===== src/rtl/edtp_pkg.sv =====
// edtp_pkg: shared types, constants and helpers for the earliest deadline task picker
// no dependencies; imported by edtp_cell and earliest_deadline_task_picker
package edtp_pkg;

    localparam int NUM_TASKS_DEF = 4;
    localparam int IDX_W         = 4;
    localparam int VAL_W         = 16;
    localparam int CFG_IDX_W     = 2;

    localparam logic [VAL_W-1:0] HORIZON_RST  = 16'd20;
    localparam logic [VAL_W-1:0] CEILING_RST  = 16'd10000;
    localparam logic [VAL_W-1:0] VAL_MAX      = 16'hFFFF;

    // configuration register indexes
    localparam logic [CFG_IDX_W-1:0] REG_HORIZON = 2'd0;
    localparam logic [CFG_IDX_W-1:0] REG_CEILING = 2'd1;

    // item kinds
    localparam logic FUNC_LOAD = 1'b0;
    localparam logic FUNC_STEP = 1'b1;

    typedef enum logic [1:0] {
        ST_IDLE,
        ST_SCAN,
        ST_DONE
    } state_t;

    // running best candidate handed from cell to cell
    typedef struct packed {
        logic [VAL_W-1:0] best;
        logic [IDX_W-1:0] idx;
        logic             found;
        logic [VAL_W-1:0] burst;
        logic [VAL_W-1:0] marker;
        logic [VAL_W-1:0] count;
    } scan_t;

    // write and run commands broadcast to all cells
    typedef struct packed {
        logic             load;
        logic             run;
        logic [IDX_W-1:0] sel;
        logic [VAL_W-1:0] burst;
        logic [VAL_W-1:0] deadline;
        logic [VAL_W-1:0] period;
    } cell_cmd_t;

    // saturating 16-bit add
    function automatic logic [VAL_W-1:0] sat_add(input logic [VAL_W-1:0] a,
                                                 input logic [VAL_W-1:0] b);
        logic [VAL_W:0] s;
        s = {1'b0, a} + {1'b0, b};
        return s[VAL_W] ? VAL_MAX : s[VAL_W-1:0];
    endfunction

endpackage


===== src/rtl/edtp_cell.sv =====
// edtp_cell: one task entry plus one compare stage of the scan chain
// depends on edtp_pkg
module edtp_cell import edtp_pkg::*; #(
    parameter int INDEX = 0
) (
    input  logic      aclk,
    input  logic      aresetn,
    input  cell_cmd_t cmd,
    input  scan_t     chain_in,
    output scan_t     chain_out
);

    logic [VAL_W-1:0] burst_reg;
    logic [VAL_W-1:0] period_reg;
    logic [VAL_W-1:0] deadline_reg;
    logic [VAL_W-1:0] marker_reg;
    logic [VAL_W-1:0] count_reg;
    scan_t            chain_reg;
    scan_t            chain_next;
    logic             hit;

    assign hit = (cmd.sel == IDX_W'(INDEX));

    // task entry: load writes it, a run advances it
    always_ff @(posedge aclk) begin
        if (!aresetn) begin
            burst_reg    <= '0;
            period_reg   <= '0;
            deadline_reg <= VAL_MAX;
            marker_reg   <= '0;
            count_reg    <= '0;
        end else if (cmd.load && hit) begin
            burst_reg    <= cmd.burst;
            period_reg   <= cmd.period;
            deadline_reg <= cmd.deadline;
            marker_reg   <= cmd.period;
            count_reg    <= '0;
        end else if (cmd.run && hit) begin
            deadline_reg <= sat_add(deadline_reg, period_reg);
            marker_reg   <= sat_add(marker_reg, period_reg);
            count_reg    <= sat_add(count_reg, VAL_W'(1));
        end
    end

    // strict compare keeps the lower index on ties
    always_comb begin
        chain_next = chain_in;
        if (deadline_reg < chain_in.best) begin
            chain_next.best   = deadline_reg;
            chain_next.idx    = IDX_W'(INDEX);
            chain_next.found  = 1'b1;
            chain_next.burst  = burst_reg;
            chain_next.marker = marker_reg;
            chain_next.count  = count_reg;
        end
    end

    always_ff @(posedge aclk) begin
        chain_reg <= chain_next;
    end

    assign chain_out = chain_reg;

endmodule


===== src/rtl/earliest_deadline_task_picker.sv =====
// earliest_deadline_task_picker: top level, sequencer and chain of task cells
// depends on edtp_pkg and edtp_cell
// a load goes straight to the finish step, a step scans the chain first;
// no new item is taken until the previous result is registered
// the scan walks one cell of the chain per cycle
// synchronous reset (aresetn low): tables, clock, state, config and out valid reset
module earliest_deadline_task_picker import edtp_pkg::*; #(
    parameter int NUM_TASKS = NUM_TASKS_DEF
) (
    input  logic                 aclk,
    input  logic                 aresetn,
    // input stream
    input  logic                 s_tvalid,
    output logic                 s_tready,
    input  logic [55:0]          s_tdata,  // task_index[3:0], task_burst[19:4],
                                           // task_first_deadline[35:20], task_period[51:36]
    input  logic [0:0]           s_tuser,  // func[0]
    // result stream
    output logic                 m_tvalid,
    input  logic                 m_tready,
    output logic [39:0]          m_tdata,  // chosen_task[3:0], found[4], ran[5],
                                           // clock_now[21:6], run_count[37:22], finished[38]
    // configuration writes
    input  logic                 cfg_valid,
    output logic                 cfg_ready,
    input  logic [CFG_IDX_W-1:0] cfg_index,
    input  logic [VAL_W-1:0]     cfg_data
);

    localparam int CNT_W = (NUM_TASKS > 1) ? $clog2(NUM_TASKS) : 1;

    state_t             state_reg, state_next;
    logic [CNT_W-1:0]   cnt_reg, cnt_next;
    logic [VAL_W-1:0]   horizon_reg, ceiling_reg;
    logic [VAL_W-1:0]   clock_reg, clock_next;
    logic               func_reg;
    logic [IDX_W-1:0]   idx_reg;
    logic [VAL_W-1:0]   burst_reg, deadline_reg, period_reg;
    logic               out_valid_reg;
    logic [39:0]        out_data_reg, out_data_next;

    logic               in_fire, out_free, done_fire, scan_last;
    logic               idx_ok, run_ok;
    logic [VAL_W-1:0]   count_out;
    scan_t              chain [NUM_TASKS+1];
    scan_t              result;
    cell_cmd_t          cmd;

    assign cfg_ready = 1'b1;
    assign in_fire   = s_tvalid && s_tready;
    assign out_free  = !out_valid_reg || m_tready;
    assign scan_last = (cnt_reg == CNT_W'(NUM_TASKS - 1));
    assign m_tvalid  = out_valid_reg;
    assign m_tdata   = out_data_reg;

    // configuration registers
    always_ff @(posedge aclk) begin
        if (!aresetn) begin
            horizon_reg <= HORIZON_RST;
            ceiling_reg <= CEILING_RST;
        end else if (cfg_valid && cfg_ready) begin
            case (cfg_index)
                REG_HORIZON: horizon_reg <= cfg_data;
                REG_CEILING: ceiling_reg <= cfg_data;
                default: ;
            endcase
        end
    end

    // captured item
    always_ff @(posedge aclk) begin
        if (in_fire) begin
            func_reg     <= s_tuser[0];
            idx_reg      <= s_tdata[3:0];
            burst_reg    <= s_tdata[19:4];
            deadline_reg <= s_tdata[35:20];
            period_reg   <= s_tdata[51:36];
        end
    end

    // next state
    always_comb begin
        state_next = state_reg;
        case (state_reg)
            ST_IDLE: begin
                if (in_fire) begin
                    state_next = (s_tuser[0] == FUNC_STEP) ? ST_SCAN : ST_DONE;
                end
            end
            ST_SCAN: begin
                if (scan_last) begin
                    state_next = ST_DONE;
                end
            end
            ST_DONE: begin
                if (out_free) begin
                    state_next = ST_IDLE;
                end
            end
            default: state_next = ST_IDLE;
        endcase
    end

    // sequencer outputs
    always_comb begin
        s_tready  = 1'b0;
        done_fire = 1'b0;
        cnt_next  = '0;
        case (state_reg)
            ST_IDLE: s_tready = 1'b1;
            ST_SCAN: cnt_next = cnt_reg + CNT_W'(1);
            ST_DONE: done_fire = out_free;
            default: ;
        endcase
    end

    always_ff @(posedge aclk) begin
        if (!aresetn) begin
            state_reg <= ST_IDLE;
            cnt_reg   <= '0;
        end else begin
            state_reg <= state_next;
            cnt_reg   <= cnt_next;
        end
    end

    // chain head starts from the ceiling with nothing found
    assign chain[0] = '{best: ceiling_reg, idx: '0, found: 1'b0,
                        burst: '0, marker: '0, count: '0};

    for (genvar i = 0; i < NUM_TASKS; i++) begin : g_cell
        edtp_cell #(
            .INDEX(i)
        ) u_cell (
            .aclk     (aclk),
            .aresetn  (aresetn),
            .cmd      (cmd),
            .chain_in (chain[i]),
            .chain_out(chain[i+1])
        );
    end

    assign result = chain[NUM_TASKS];

    // run decision and clock update
    assign idx_ok = ({1'b0, idx_reg} < (IDX_W+1)'(NUM_TASKS));
    assign run_ok = result.found && (clock_reg < horizon_reg) &&
                    (result.marker >= clock_reg);

    always_comb begin
        cmd.load     = done_fire && (func_reg == FUNC_LOAD) && idx_ok;
        cmd.run      = done_fire && (func_reg == FUNC_STEP) && run_ok;
        cmd.sel      = (func_reg == FUNC_LOAD) ? idx_reg : result.idx;
        cmd.burst    = burst_reg;
        cmd.deadline = deadline_reg;
        cmd.period   = period_reg;
    end

    always_comb begin
        clock_next = clock_reg;
        if (cmd.load) begin
            clock_next = '0;
        end else if (cmd.run) begin
            clock_next = sat_add(clock_reg, result.burst);
        end
    end

    always_ff @(posedge aclk) begin
        if (!aresetn) begin
            clock_reg <= '0;
        end else if (done_fire) begin
            clock_reg <= clock_next;
        end
    end

    // result word
    always_comb begin
        count_out = '0;
        if (result.found) begin
            count_out = run_ok ? sat_add(result.count, VAL_W'(1)) : result.count;
        end
        out_data_next = '0;
        out_data_next[21:6] = clock_next;
        out_data_next[38]   = (clock_next >= horizon_reg);
        if (func_reg == FUNC_STEP) begin
            out_data_next[3:0]   = result.found ? result.idx : '0;
            out_data_next[4]     = result.found;
            out_data_next[5]     = run_ok;
            out_data_next[37:22] = count_out;
        end
    end

    // output register
    always_ff @(posedge aclk) begin
        if (!aresetn) begin
            out_valid_reg <= 1'b0;
        end else if (done_fire) begin
            out_valid_reg <= 1'b1;
        end else if (m_tready) begin
            out_valid_reg <= 1'b0;
        end
    end

    always_ff @(posedge aclk) begin
        if (done_fire) begin
            out_data_reg <= out_data_next;
        end
    end

`ifndef SYNTH
    a_accept_leaves_idle: assert property (@(posedge aclk) disable iff (!aresetn)
        in_fire |=> (state_reg != ST_IDLE))
        else $error("item transfer did not start work");

    a_run_needs_found: assert property (@(posedge aclk) disable iff (!aresetn)
        cmd.run |-> (result.found && (clock_reg < horizon_reg)))
        else $error("task run without a valid pick");

    a_done_gives_result: assert property (@(posedge aclk) disable iff (!aresetn)
        done_fire |=> m_tvalid)
        else $error("finished item produced no result");

    a_scan_count_bound: assert property (@(posedge aclk) disable iff (!aresetn)
        (state_reg == ST_SCAN) |-> (cnt_reg <= CNT_W'(NUM_TASKS - 1)))
        else $error("scan counter past the last cell");

    a_no_cmd_when_busy: assert property (@(posedge aclk) disable iff (!aresetn)
        (cmd.load || cmd.run) |-> (state_reg == ST_DONE) && !(cmd.load && cmd.run))
        else $error("cell command outside the finish step");
`endif

endmodule


===== config.mk =====
export PLATFORM = sky130hd
export DESIGN_NAME = earliest_deadline_task_picker
export DESIGN_NICKNAME = d
export VERILOG_FILES = /design/src/rtl/edtp_pkg.sv /design/src/rtl/edtp_cell.sv /design/src/rtl/earliest_deadline_task_picker.sv
export SDC_FILE = /design/constraint.sdc
export NUM_CORES = 2
export LEC_CHECK = 0
export BUFFER_PORTS_ARGS = -buffer_cell sky130_fd_sc_hd__buf_4
export CAP_MARGIN = 20
export CORE_ASPECT_RATIO = 1.2
export CORE_MARGIN = 4
export CORE_UTILIZATION = 55
export CTS_CLUSTER_SIZE = 12
export DETAILED_ROUTE_END_ITERATION = 12
export MAX_ROUTING_LAYER = met4
export PLACE_DENSITY = 0.72
export SLEW_MARGIN = 0
export SYNTH_ARGS = -nofsm -noshare
export SYNTH_HDL_FRONTEND = slang
export SYNTH_SLANG_ARGS = --single-unit

===== constraint.sdc =====
create_clock -name aclk -period 10.35 [get_ports aclk]
set_input_delay 0.5175 -clock aclk [delete_from_list [all_inputs] [get_ports aclk]]
set_output_delay 0.5175 -clock aclk [all_outputs]
set_load 0.02 [all_outputs]

# == Yosys cells after proc, flatten, opt, wreduce, memory -nomap -nowiden ==
# Cells that the tools add are included.
# classes
add_sub_neg,15
n_mul,0
n_div,0
magnitude_cmp,8
n_eq_ne,10
n_shift,0
mux,47
bitwise_logic,2
n_reduce_logical,34
# ops
cell,n
$mux W16,33
$mux W69,3
$add A16 B16 Y17,9
$add A16 B1 Y17 const B,5
$lt A16 B16 Y1,5
$mux W48,1
$ge A16 B16 Y1,2
$logic_and A1 B1 Y1,15
$reduce_bool A2 Y1,5
$eq A4 B2 Y1 const B,2
$mux W2,4
$reduce_and A2 Y1,4
$reduce_or A2 Y1,4
$ne A2 B2 Y1 const B,3
$pmux W2 S3,1
$eq A2 B1 Y1 const B,2
$eq A2 B2 Y1 const B,2
$eq A4 B1 Y1 const B,1
$logic_not A2 Y1,2
$logic_not A4 Y1,1
$lt A4 B3 Y1 const B,1
$mux W1,4
$mux W4,1
$reduce_and A3 Y1,1
4 further kinds,5
# word_totals
ff_bits,725
latchBits,0
ram_bits,0
romBits,0
input_bits,80
n_memories,0

# == Longest topological paths before layout ==
# depth
word_depth,8
ltp_mapped,23
mapped_depth_nobuf,22

# == Hierarchy ==
# A second synthesis with hierarchy kept.
# hier_totals
cells_unflattened,3839
hier_area_um2,36855.3
# modules_own_cells
module,n_inst,cells_each,area_per_inst_um2
earliest_deadline_task_picker,1,701,7547.2
edtp_cell (g_cell[1].u_cell),1,789,7403.4
edtp_cell (g_cell[0].u_cell),1,788,7385.8
edtp_cell (g_cell[3].u_cell),1,770,7263.2
edtp_cell (g_cell[2].u_cell),1,791,7255.7

# == Least setup slack after synthesis ==
# No wires, ideal clock.
# synth_timing
kind,input-to-reg
startpoint,input m_tready
endpoint,register out_data_reg[38] (netlist: m_tdata[38]) (data pin)
setup_time_ns,0.262
arrival_time_ns,5.393
slack_ns,4.695
path_stages,18
cell_sequence,nor2b_1 nor2_1 nand2_1 nor4_2 or4b_1 buf_2 o22ai_1 nand2b_1 ha_1 nand2b_1 a21o_1 a21o_1 a21o_1 a21o_1 a21o_1 a211oi_1 o31a_1 o21ai_0
# synth_via
elab_chain_len,7
elab_cells_between_ends,9
classes_between,1 x order compare; 3 x mux; 5 x reduce/logical
# synth_rtl
element,line,text
from (decl),earliest_deadline_task_picker.sv:20,"input logic m_tready,"
$logic_or A1 B1 Y1 (*),earliest_deadline_task_picker.sv:51,assign out_free = !out_valid_reg || m_tready;
$mux W1 (*),earliest_deadline_task_picker.sv:109,case (state_reg)
net done_fire,earliest_deadline_task_picker.sv:42,"logic in_fire, out_free, done_fire, scan_last;"
$logic_and A1 B1 Y1 (2 in a row),earliest_deadline_task_picker.sv:152,cmd.run = done_fire && (func_reg == FUNC_STEP) && run_ok;
$mux W16,earliest_deadline_task_picker.sv:163,end else if (cmd.run) begin
$mux W16 (*),earliest_deadline_task_picker.sv:161,if (cmd.load) begin
$ge A16 B16 Y1 (*),earliest_deadline_task_picker.sv:184,out_data_next[38] = (clock_next >= horizon_reg);
net out_data_next[38],earliest_deadline_task_picker.sv:40,"logic [39:0] out_data_reg, out_data_next;"
to (signal assigned),earliest_deadline_task_picker.sv:206,out_data_reg <= out_data_next;
to (decl),earliest_deadline_task_picker.sv:40,
# The timed path passes the listed nets; every way through them passes the cells marked *.
# A chain may end at the register's enable or synchronous reset.

# == Worst setup path in the final report ==
# layout_timing
startpoint,register clock_reg[2]
endpoint,register out_data_reg[38] (netlist: m_tdata[38]) (data pin)
# layout_via
elab_chain_len,7
elab_cells_between_ends,10
classes_between,1 x add/sub; 3 x order compare; 3 x mux; 3 x reduce/logical
# layout_rtl
element,line,text
from (decl),earliest_deadline_task_picker.sv:35,"logic [VAL_W-1:0] clock_reg, clock_next;"
from (signal assigned),earliest_deadline_task_picker.sv:172,clock_reg <= clock_next;
$lt A16 B16 Y1,earliest_deadline_task_picker.sv:147,assign run_ok = result.found && (clock_reg < horizon_reg) &&
$logic_and A1 B1 Y1 (2 in a row),earliest_deadline_task_picker.sv:147,
$logic_and A1 B1 Y1,earliest_deadline_task_picker.sv:152,
$mux W16 (*),earliest_deadline_task_picker.sv:163,
$mux W16 (*),earliest_deadline_task_picker.sv:161,
$ge A16 B16 Y1 (*),earliest_deadline_task_picker.sv:184,
net out_data_next[38],earliest_deadline_task_picker.sv:40,
# Marks and branches as above.

==> qor.txt <==
I/O Buffers: 114
max reg flops: 249
Residual DRC: 0
max-slew violation count: 0
Seq cells post-synth: 712
critical path depth: 22
Post-Syn Instances: 3,653
I/O pins: 123
clk buf depth: 3
count leader, synth: dfxtp_1
WL/cell: 20.51 µm
crit-path most repeated cell: a21o_1
die height: 280.8 µm
period utilisation layout: 0.6014
initial antenna violation count: 1
top cell type's share of synthesized area: 0.3650
grt total ovfl: 0
Routed WL: 93,690 µm
Hold Crit Depth: 1
max-cap violations: 0
pwr/cell area: 161.4 nW/µm²
Worst-path clk slew: 0.06 ns
CP Data Arrival Time: 6.60 ns
DP Wirelength: 66,450 µm
worst slew pin tran: 1.115 ns
biggest area consumer among synthesized cells: dfxtp_1
vias per cell: 5.895
max incr delay on CP: 0.83 ns
CP top delay family: compound AO/OA/AOI/OAI gates
EDFF count, synth: 90
die width: 235.4 µm
share of cells above drive strength 1: 0.1341
register area share after synthesis: 0.4442
pin count of the biggest net entering global routing: 118
setup repair after global routing missed its margin: no
worst path bufs/invs: 2
reg2reg path depth: 22
Worst slew margin: 0.2534
slowest CP cell: a21oi_2
H-Tree Level Count: 3
nature of the critical path startpoint: flop
commonest cells in the netlist: dfxtp_1, nand2_1, a21oi_1
gp weighted congestion: 0.9453
final setup vio count: 0
Async SR Flop Fraction: 0
Root Buffer: clkbuf_16
hold buffer count at CTS: 0
post-route minimum period: 6.225 ns
crit path kind: flop to flop
Nets: 4,053
area delta synth->final: 11.34%
Mapped Area: 34,120 µm²
row cnt: 99
worst slack, placed: 4.241 ns
syn avg cell area: 9.339 µm²
Starting Density: 0.5586
CTS tree: yes
Post-CTS Setup Bufs: 0
vias in the first global route: 26,050
Max Fclk: 160.7 MHz
die area: 66,090 µm²
post-route ant nets: 0
synth top area cells: dfxtp_1, ha_1, edfxtp_1
Fin Hold WS: 0.05281 ns
final core occ: 0.6220
Max VDD drop: 140.2 µV
Fin. Hold Viols: 0
core region area: 61,070 µm²
Clock Skews: 0.04181 ns
Synth warnings: 0
Lkg Pwr: 15.65 nW
first-pass GRT wire length: 145,400 µm
status: finished, final reports clean
worst-skew pair later-pin latency: 0.64 ns
CTS Buf Count: 75
main flop type after synthesis: dfxtp_1
final setup margin: 4.125 ns
hold crit path type: input port to flop
CTS sink count: 712
CP Max Fanout: 22
worst endpoint required time: 10.72 ns
crit path cell chain: inv_1 > ha_1 > a211o_1 > a31oi_1 > nor3_1 > o311a_1 > a21oi_2 > nor4_4 > buf_4 > or4b_1 > o22ai_1 > nand2b_1 > ha_1 > nand2b_1 > a21o_1 > a21o_1 > a21o_1 > a21o_1 > a21o_1 > a211oi_1 > o31a_1 > o21ai_0
first drt pass iteration count: 5
Worst Setup End Kind: flop
worst reg2reg setup slack: 4.13 ns
setup TNS: 0 ns
gr usage total: 0.2837
CTS resizes: 0
initial DRC count: 1,990
vias after detailed routing: 26,920
Yosys cell types: 90
-- kinds of logic after synthesis --
group           synth area share
mux                      0.06660
buf+inv                  0.03829
compound gates            0.1711
other cells            0.0002201
xor+xnor                 0.02952
simple gates              0.1505
fa+ha+maj                0.09954
flops                     0.4442
-- per-layer routing --
metal,vias up,global-route usage,routed length (µm)
met1,12800,0.3386,38790
met3,263,0.03415,4769
li1,13090,-,-
met2,772,0.4767,44820
met4,0,0.1452,5307
met5,-,-,0
-- layout make-up --
cell class	instances	area, µm²
diodes	1	2.502
clock buffers	112	2157
clock inverters	16	245.2
fillers	5122	23080
inverters	157	594.3
multi-input cells	2622	17780
flip-flops and latches	712	15150
well taps	808	1011
repair buffers	139	1041
-- per-stage QoR --
step	std cells	power [mW]	area [µm²]
2_1_floorplan	3655	3.344	34120
3_3_place_gp	4437	3.529	35570
3_5_place_dp	4437	3.538	35570
4_1_cts	4565	6.167	37980
5_1_grt	4566	6.327	37980
6_report	4567	6.132	37980
-- worst paths after layout --
path,startpoint,endpoint
setup / recovery,clock_reg[2],m_tdata[38]
hold reg to reg,cnt_reg[0],cnt_reg[0]
hold / removal,s_tdata[0],idx_reg[0]
setup reg to reg,clock_reg[2],m_tdata[38]
-- worst register-to-register path, cell delays in order, from the launching register on --
cell	delay [ns]
dfxtp_1	0.42
inv_1	0.07
ha_1	0.29
a211o_1	0.30
a31oi_1	0.18
nor3_1	0.10
o311a_1	0.39
a21oi_2	0.83
nor4_4	0.10
buf_4	0.27
or4b_1	0.67
o22ai_1	0.25
nand2b_1	0.21
ha_1	0.28
nand2b_1	0.14
a21o_1	0.18
a21o_1	0.17
a21o_1	0.18
a21o_1	0.18
a21o_1	0.17
a211oi_1	0.31
o31a_1	0.20
o21ai_0	0.09
-- report_power, final --
part           leakage, nW  switching, mW  internal, mW
combinational         8.59          0.326         0.209
clock                 1.17           1.14          1.51
sequential            5.89         0.0774          2.87
-- placed cells by master, fill, tap and decap left out, types with 90 or more instances in the layout --
| cell | n |
|---|---|
| nand2_1 | 494 |
| nor2_1 | 194 |
| o21ai_0 | 136 |
| inv_1 | 156 |
| dfxtp_1 | 622 |
| a21oi_1 | 379 |
| mux2_2 | 190 |
| ha_1 | 257 |
| buf_4 | 138 |
| edfxtp_1 | 90 |
(Power assumes the default switching activity.)
